**src/hw/rtl/utf8l1_pkg.sv**
```systemverilog
package utf8l1_pkg;

    // Character codes and byte classes
    localparam logic [7:0] QMARK      = 8'h3F;
    localparam logic [7:0] CONT_MASK  = 8'hC0;
    localparam logic [7:0] CONT_TAG   = 8'h80;
    localparam logic [7:0] LEAD2_MASK = 8'hE0;
    localparam logic [7:0] LEAD2_TAG  = 8'hC0;
    localparam logic [7:0] LEAD3_MASK = 8'hF0;
    localparam logic [7:0] LEAD3_TAG  = 8'hE0;
    localparam logic [7:0] LEAD4_MASK = 8'hF8;
    localparam logic [7:0] LEAD4_TAG  = 8'hF0;
    localparam logic [20:0] LATIN_MAX = 21'h0000FF;

    localparam int ACC_W = 21;

    typedef struct packed {
        logic [7:0] text_byte;
        logic       final_byte;
    } t_in;

    typedef struct packed {
        logic [7:0] latin_byte;
        logic       has_char;
        logic       end_of_text;
    } t_out;

endpackage

```
**src/hw/rtl/utf8_to_latin1_stream.sv**
```systemverilog
// UTF-8 to Latin-1 stream decoder. One UTF-8 byte enters per transfer and at
// most one Latin-1 result leaves for it. The block sustains one byte per
// cycle while the output is not stalled: a byte sits in the input register,
// is decoded against the sequence state, and its result lands in the output
// register, from which it transfers when the receiver is ready. A byte that
// yields no character (a lead, a continuation, a skipped byte, or anything
// after a zero ended the text) produces no output transfer, except the byte
// marked final, which always produces exactly one result with end_of_text
// set and returns the decoder to its reset state. Code points above 0xFF,
// surrogates and invalid or truncated sequences come out as '?' (0x3F).
module utf8_to_latin1_stream (
    input  logic                i_clk,
    input  logic                i_rst_n,
    input  logic                i_in_valid,
    output logic                o_in_ready,
    input  utf8l1_pkg::t_in     i_in_data,
    output logic                o_out_valid,
    input  logic                i_out_ready,
    output utf8l1_pkg::t_out    o_out_data
);

    typedef enum logic [1:0] {
        MODE_IDLE   = 2'd0,
        MODE_GATHER = 2'd1,
        MODE_SKIP   = 2'd2
    } t_mode;

    // Input stage
    logic                 r_in_valid;
    utf8l1_pkg::t_in      r_in;

    // Decoder state
    t_mode                r_mode, n_mode;
    logic [1:0]           r_left, n_left;
    logic [utf8l1_pkg::ACC_W-1:0] r_acc, n_acc;
    logic                 r_ended, n_ended;

    // Output stage
    logic                 r_out_valid;
    utf8l1_pkg::t_out     r_out;

    // Decode results for the byte in the input register
    logic                 d_has;
    logic [7:0]           d_ch;
    logic                 res_valid;
    logic                 out_free;
    logic                 s1_go;

    always_comb begin
        logic [7:0]                   b;
        logic                         fin;
        logic                         cont;
        logic [utf8l1_pkg::ACC_W-1:0] cp;
        logic                         put_cp;

        b      = r_in.text_byte;
        fin    = r_in.final_byte;
        cont   = (b & utf8l1_pkg::CONT_MASK) == utf8l1_pkg::CONT_TAG;
        cp     = '0;
        put_cp = 1'b0;
        d_has  = 1'b0;
        d_ch   = 8'h00;
        n_mode = r_mode;
        n_left = r_left;
        n_acc  = r_acc;
        n_ended = r_ended;

        if (!r_ended) begin
            if (r_mode == MODE_SKIP && cont) begin
                // drop continuation bytes after a bad lead
            end else if (r_mode == MODE_GATHER) begin
                if (cont) begin
                    n_acc  = {r_acc[utf8l1_pkg::ACC_W-7:0], b[5:0]};
                    n_left = r_left - 2'd1;
                    if (n_left == 2'd0) begin
                        n_mode = MODE_IDLE;
                        cp     = n_acc;
                        put_cp = 1'b1;
                    end else if (fin) begin
                        n_mode = MODE_IDLE;
                        d_has  = 1'b1;
                        d_ch   = utf8l1_pkg::QMARK;
                    end
                end else begin
                    // broken sequence: swallow the byte
                    n_mode = MODE_IDLE;
                    n_left = 2'd0;
                    d_has  = 1'b1;
                    d_ch   = utf8l1_pkg::QMARK;
                    if (b == 8'h00) begin
                        n_ended = 1'b1;
                    end
                end
            end else begin
                n_mode = MODE_IDLE;
                if (!b[7]) begin
                    cp     = {13'd0, b};
                    put_cp = 1'b1;
                end else if ((b & utf8l1_pkg::LEAD2_MASK) == utf8l1_pkg::LEAD2_TAG) begin
                    n_acc  = {16'd0, b[4:0]};
                    n_left = 2'd1;
                    n_mode = MODE_GATHER;
                end else if ((b & utf8l1_pkg::LEAD3_MASK) == utf8l1_pkg::LEAD3_TAG) begin
                    n_acc  = {17'd0, b[3:0]};
                    n_left = 2'd2;
                    n_mode = MODE_GATHER;
                end else if ((b & utf8l1_pkg::LEAD4_MASK) == utf8l1_pkg::LEAD4_TAG) begin
                    n_acc  = {18'd0, b[2:0]};
                    n_left = 2'd3;
                    n_mode = MODE_GATHER;
                end else begin
                    n_mode = MODE_SKIP;
                    d_has  = 1'b1;
                    d_ch   = utf8l1_pkg::QMARK;
                end
                // lead on the final byte: sequence truncated
                if (n_mode == MODE_GATHER && fin) begin
                    n_mode = MODE_IDLE;
                    n_left = 2'd0;
                    d_has  = 1'b1;
                    d_ch   = utf8l1_pkg::QMARK;
                end
            end
        end

        // Emit a code point: zero ends the text, wide ones map to '?'
        if (put_cp) begin
            if (cp == '0) begin
                n_ended = 1'b1;
            end else begin
                d_has = 1'b1;
                d_ch  = (cp > utf8l1_pkg::LATIN_MAX) ? utf8l1_pkg::QMARK : cp[7:0];
            end
        end

        // Final byte returns all state to reset
        if (fin) begin
            n_mode  = MODE_IDLE;
            n_left  = 2'd0;
            n_acc   = '0;
            n_ended = 1'b0;
        end
    end

    // Advance the input stage when its result has room or needs none
    assign res_valid  = r_in.final_byte || d_has;
    assign out_free   = !r_out_valid || i_out_ready;
    assign s1_go      = r_in_valid && (out_free || !res_valid);
    assign o_in_ready = !r_in_valid || s1_go;

    // Hold state, input stage and result register
    always_ff @(posedge i_clk) begin
        if (!i_rst_n) begin
            r_in_valid  <= 1'b0;
            r_mode      <= MODE_IDLE;
            r_left      <= 2'd0;
            r_acc       <= '0;
            r_ended     <= 1'b0;
            r_out_valid <= 1'b0;
        end else begin
            if (o_in_ready) begin
                r_in_valid <= i_in_valid;
            end
            if (s1_go) begin
                r_mode  <= n_mode;
                r_left  <= n_left;
                r_acc   <= n_acc;
                r_ended <= n_ended;
            end
            if (s1_go && res_valid) begin
                r_out_valid <= 1'b1;
            end else if (i_out_ready) begin
                r_out_valid <= 1'b0;
            end
        end
        if (o_in_ready) begin
            r_in <= i_in_data;
        end
        if (s1_go && res_valid) begin
            r_out.latin_byte  <= d_has ? d_ch : 8'h00;
            r_out.has_char    <= d_has;
            r_out.end_of_text <= r_in.final_byte;
        end
    end

    assign o_out_valid = r_out_valid;
    assign o_out_data  = r_out;

endmodule

```
**config.mk**
```make
export PLATFORM = sky130hd
export DESIGN_NAME = utf8_to_latin1_stream
export DESIGN_NICKNAME = d
export VERILOG_FILES = /design/src/hw/rtl/utf8l1_pkg.sv /design/src/hw/rtl/utf8_to_latin1_stream.sv
export SDC_FILE = /design/constraint.sdc
export NUM_CORES = 1
export LEC_CHECK = 0
export CAP_MARGIN = 20
export CORE_ASPECT_RATIO = 0.5
export CORE_MARGIN = 3
export CORE_UTILIZATION = 50
export DETAILED_ROUTE_END_ITERATION = 10
export DONT_BUFFER_PORTS = 1
export GPL_ROUTABILITY_DRIVEN = 0
export PLACE_DENSITY_LB_ADDON = 0.3
export SLEW_MARGIN = 20
export SYNTH_ARGS = -nofsm -noshare
export SYNTH_HDL_FRONTEND = slang
export SYNTH_SLANG_ARGS = --single-unit
export TNS_END_PERCENT = 1
```
**constraint.sdc**
```tcl
create_clock -name i_clk -period 6.16 [get_ports i_clk]
set_clock_uncertainty 0.2 [all_clocks]
set_input_delay 1.848 -clock i_clk [delete_from_list [all_inputs] [get_ports i_clk]]
set_output_delay 1.848 -clock i_clk [all_outputs]
set_load 0.05 [all_outputs]
```
Word level (Yosys, flattened, before mapping)
Cells that the tools add are included.
Cells by class
  $add $sub $neg: 1
  $lt $le $gt $ge: 1
  equal/unequal tests: 11
  multiplexer cells: 82
  reduce and logical (&&, ||, !) cells: 22
Operators with widths (number)
  15-bit two-way mux: 9
  21-bit two-way mux: 5
  8-bit two-way mux: 8
  2-bit two-way mux: 24
  6-bit two-way mux: 6
  1-bit two-way mux: 29
  21-bit by 8-bit > comparator with 1-bit output, second input constant: 1
  21-bit logical NOT: 1
  8-bit logical NOT: 1
  7-bit two-way mux: 1
  6-bit AND reduction: 1
  6-bit nonzero test: 1
  5-bit equality test, second input constant: 1
  5-bit AND reduction: 1
  5-bit nonzero test: 1
  2-bit by 1-bit equality test with 1-bit output, second input constant: 2
  2-bit equality test, second input constant: 2
  4-bit equality test, second input constant: 1
  1-bit logical AND: 4
  1-bit logical OR: 4
  2-bit inequality test, second input constant: 2
  4-bit by 3-bit inequality test with 1-bit output, second input constant: 1
  4-bit AND reduction: 1
  4-bit nonzero test: 1
  7 further kinds: 9
Storage, ports and cells
  register bits: 41
  bits of input ports: 13
  output and inout bits: 12
  word-level logic and storage cells: 128

Logic depth before layout (Yosys ltp)
  depth in word-level cells: 22
  depth in mapped cells: 10
  depth with buffers taken out: 8

Worst setup path after synthesis
Ideal clock, no wire load.
  path kind: in2out
  from: input i_out_ready
  to: output o_in_ready
  arrival: 2.734 ns
  data required time: 4.112 ns
  slack: 1.378 ns
  stages: 2
  buffers on the path: 0
  cells stage by stage: nand2b_1 > or3b_1
Between the ends
  word-level cells in the longest chain between the ends: 4
RTL lines
  start: declaration: line utf8_to_latin1_stream.sv:18  | input logic i_out_ready,
  1-bit logical OR: line utf8_to_latin1_stream.sv:147  | assign out_free = !r_out_valid || i_out_ready;
  1-bit logical OR: line utf8_to_latin1_stream.sv:148  | assign s1_go = r_in_valid && (out_free || !res_valid);
  1-bit logical AND: line utf8_to_latin1_stream.sv:148
  1-bit logical OR: line utf8_to_latin1_stream.sv:149  | assign o_in_ready = !r_in_valid || s1_go;
  end: declaration: line utf8_to_latin1_stream.sv:15  | output logic o_in_ready,
No other way between the ends.

Final worst setup path
  from: register r_mode[0]
  to: output o_in_ready
Between the ends
  word-level cells in the longest chain between the ends: 12
  elaborated cells between the ends (all ways): 20
  those cells by class: 2 x eq/ne; 11 x mux; 7 x reduce/logical
RTL lines
  start: declaration: line utf8_to_latin1_stream.sv:33  | t_mode r_mode, n_mode;
  start signal: assignment: line utf8_to_latin1_stream.sv:165  | r_mode <= n_mode;
  2-bit by 1-bit equality test with 1-bit output or 2-bit equality test (tied branches): line utf8_to_latin1_stream.sv:71, utf8_to_latin1_stream.sv:69
  21-bit two-way mux or 1-bit logical AND (tied branches): line utf8_to_latin1_stream.sv:71, utf8_to_latin1_stream.sv:69
  21-bit two-way mux: line utf8_to_latin1_stream.sv:69  | if (r_mode == MODE_SKIP && cont) begin
  21-bit two-way mux: line utf8_to_latin1_stream.sv:68  | if (!r_ended) begin
  21-bit logical NOT: line utf8_to_latin1_stream.sv:128  | if (cp == '0) begin
  1-bit two-way mux: line utf8_to_latin1_stream.sv:128
  1-bit two-way mux *: line utf8_to_latin1_stream.sv:127  | if (put_cp) begin
  net d_has: line utf8_to_latin1_stream.sv:43  | logic d_has;
  1-bit logical OR *: line utf8_to_latin1_stream.sv:146  | assign res_valid = r_in.final_byte || d_has;
  1-bit logical NOT *: line utf8_to_latin1_stream.sv:148
  1-bit logical OR *: line utf8_to_latin1_stream.sv:148
  1-bit logical AND *: line utf8_to_latin1_stream.sv:148
  1-bit logical OR *: line utf8_to_latin1_stream.sv:149
The timed path passes the listed nets; every way through them passes the cells marked *.

==> results.py <==
metrics = {
    "cells_and_area": {
        "antenna_cells": 0,
        "area_growth_pct": 3.34,
        "layout_common_cells": "nand2_1, dfxtp_1, nand3_1",
        "multiInputGateArea_sq_mm": 0.00114,
        "layout.nets": 245,
        "fill_cells": 355,
        "layout.cells.most_common": "nand2_1",
        "layout-drive-gt1-share_pct": 6.47,
        "seq_area_sq_mm": 0.00101,
    },
    "logic_synthesis": {
        "yosysWarnings": 0,
        "synth_edf_count": 19,
        "synth_nets": 254,
        "syn-mean-instance-area_sq_um": 9.37,
        "synth-main-ff-cell": "dfxtp_1",
        "ys_seq_area_share_pct": 45.0,
        "synth-async-reset-ratio_pct": 0,
        "netlist-cell-type-count": 45,
        "synthCells": 240,
        "syn_area_sq_mm": 0.00225,
        "synthTopCellsByArea": "edfxtp_1, dfxtp_1, nand2_1, a311o_1, nand3_1",
        "synth_top_area_share_pct": 25.4,
        "synth_top_area_cell": "edfxtp_1",
        "ys_ff_latch": 41,
    },
    "timing": {
        "max_slew_margin_pct": 43.1,
        "fin_crit_ps": 5140,
        "hold_violations": 0,
        "fin_tns_setup_ps": 0,
        "timing.final.max_slew_violations": 0,
        "fin_crit_sh_pct": 83.4,
        "rsz0062_at_grt": "no",
        "finalSetupViolations": 0,
        "clock.fmax_ghz": 0.195,
        "worst_slew_pin_slew_ps": 851,
    },
    "floorplan": {
        "rows": 16,
        "die-area_sq_mm": 0.00539,
        "initial_utilization_pct": 54.8,
        "fp.dieH_microns": 53.4,
        "coreArea_sq_mm": 0.00410,
        "ios": 25,
        "fp.dieW_microns": 101,
    },
    "clocking": {
        "clkSinkCount": 41,
        "cts_max_level": 2,
        "insertion_delay_ps": 300,
        "post-cts-setup-buffers": 0,
        "cts_buffers": 5,
        "cts_hold_buf": 0,
        "clkTransAtPathRegs_ps": 80,
        "cts_tree": "yes",
        "clock_path_buffers": 2,
        "post_cts_resized": 0,
        "cts_root_buf": "clkbuf_8",
    },
    "pwr": {
        "powerDensity_mw_per_mm2": 235,
        "vdd_drop_max_mv": 0.103,
        "p_switching_uw": 155,
        "comb_power_share_pct": 9.5,
        "p_sw_share_pct": 28.4,
        "total_power_uw": 547,
        "p_leak_uw": 0.000803,
        "seq_power_share_pct": 59.5,
        "power.share.clock_pct": 31.0,
        "p_int_uw": 392,
    },
    "flow_run": {
        "cap_violations": 0,
    },
    "drt": {
        "wl_mm": 5.17,
        "detail_route.vias_per_cell": 6.53,
        "vias": 1869,
        "drt_iter0_markers": 124,
        "route.detailed.drc": 0,
        "route.detailed.wl_per_inst_microns": 18.1,
        "ant_nets": 0,
        "dr.pass1.iters": 4,
    },
    "worst_setup_path": {
        "worstPathArrival_ps": 3090,
        "critPathKind": "reg2out",
        "required_ps": 4110,
        "cp-start-kind": "flop",
        "endpoint_kind": "primary output",
        "crit_fanout": 11,
    },
    "global_routing": {
        "grt_max_degree": 35,
        "grtUsageTotal_pct": 20.2,
        "antenna_found_initial": 0,
        "grt_pass1_vias": 1693,
        "grt_overflow": 0,
        "grt_pass1_wl_mm": 8.13,
    },
    "worst_hold_path": {
        "hold_path_class": "reg2reg",
    },
    "placed_design": {
        "portBuffers": 0,
        "place_hpwl_mm": 3.50,
    },
    "status": {
        "status": "finished clean",
    },
}
[stage by stage]
step                      cell area (sq um)  instances  setup WS [ps]  util [%]  hold slack (ps)
after floorplan                        2250        240           1380         -              235
final                                  2320        286           1020      56.6              269
after detailed placement               2240        278           1300      54.5              265
after global placement                 2240        278           1330      54.5              246
after global routing                   2320        286            807      56.6              287
after CTS                              2320        286           1060      56.5              276
[logic make-up after synthesis]
kind of cell / count (synthesis) / share of synthesized area (%)
flops: 41 / 45.0
fa+ha+maj: 1 / 0.556
simple gates: 107 / 25.2
mux: 4 / 1.78
compound gates: 65 / 22.9
buf+inv: 22 / 4.67
[worst max-delay path, cell delays in order (launching register included)]
cell	delay, ps
dfxtp_1	370
nor2b_1	590
and4_1	450
nand2_1	230
o211ai_2	220
nor2_1	160
or3b_1	770
[area by class of cell]
| class | count | share of cell area [%] |
|---|---|---|
| clock inverters | 3 | 0.539 |
| well taps | 54 | 2.91 |
| repair buffers | 1 | 0.323 |
| flip-flops and latches | 41 | 43.5 |
| clock buffers | 5 | 2.96 |
| inverters | 5 | 0.808 |
| multi-input cells | 177 | 48.9 |
[cell usage after synthesis (all sizes together) (2+ instances only)]
| library cell | instances |
|---|---|
| o22ai | 3 |
| edfxtp | 19 |
| nor3 | 4 |
| a31oi | 5 |
| o21ai | 16 |
| a21oi | 5 |
| and4 | 2 |
| nand3 | 20 |
| clkbuf | 9 |
| nor2b | 5 |
| a21boi | 2 |
| mux2i | 4 |
| nor2 | 15 |
| nand2 | 31 |
| nor4 | 4 |
| nand4 | 4 |
| a311o | 10 |
| inv | 5 |
| o211ai | 7 |
| and3 | 11 |
| buf | 8 |
| nand2b | 6 |
| o21a | 6 |
| dfxtp | 22 |
[power by group through the flow]
stage	logic (uW)	registers [uW]	clock network (uW)
2_1_floorplan	47.3	324	0
3_3_place_gp	49.1	331	0
3_5_place_dp	50.4	331	0
4_1_cts	50.7	325	172
5_1_grt	57.2	327	184
6_report	51.9	326	170
[flip-flops by register name, indices dropped and copies added, names as in the netlist]
name,count
r_mode,2
o_out_valid,1
r_in,9
r_in_valid,1
r_left,2
o_out_data,10
r_acc,15
r_ended,1
[metal layers]
layer / vias to the layer above / global-route usage (%) / share of wire, %
li1: 889 / - / -
met4: 0 / 5.59 / 1.1
met3: 7 / 7.24 / 8.1
met2: 85 / 30.7 / 43
met5: - / 0 / 0
met1: 888 / 27.2 / 48
[path summary, 6_finish.rpt]
kind | start | end | slack [ps] | cells after the start
worst max-delay path | r_mode[0]$_SDFFE_PN0P_ | o_in_ready | 1020 | 6
worst max register to register | r_mode[0]$_SDFFE_PN0P_ | r_in[3]$_DFFE_PP_ | 2790 | 6
worst min register to register | r_left[1]$_SDFFE_PN0P_ | r_left[1]$_SDFFE_PN0P_ | 270 | 2
worst min-delay path | r_left[1]$_SDFFE_PN0P_ | r_left[1]$_SDFFE_PN0P_ | 270 | 2
No activity file was read; power rests on OpenSTA's default activity.
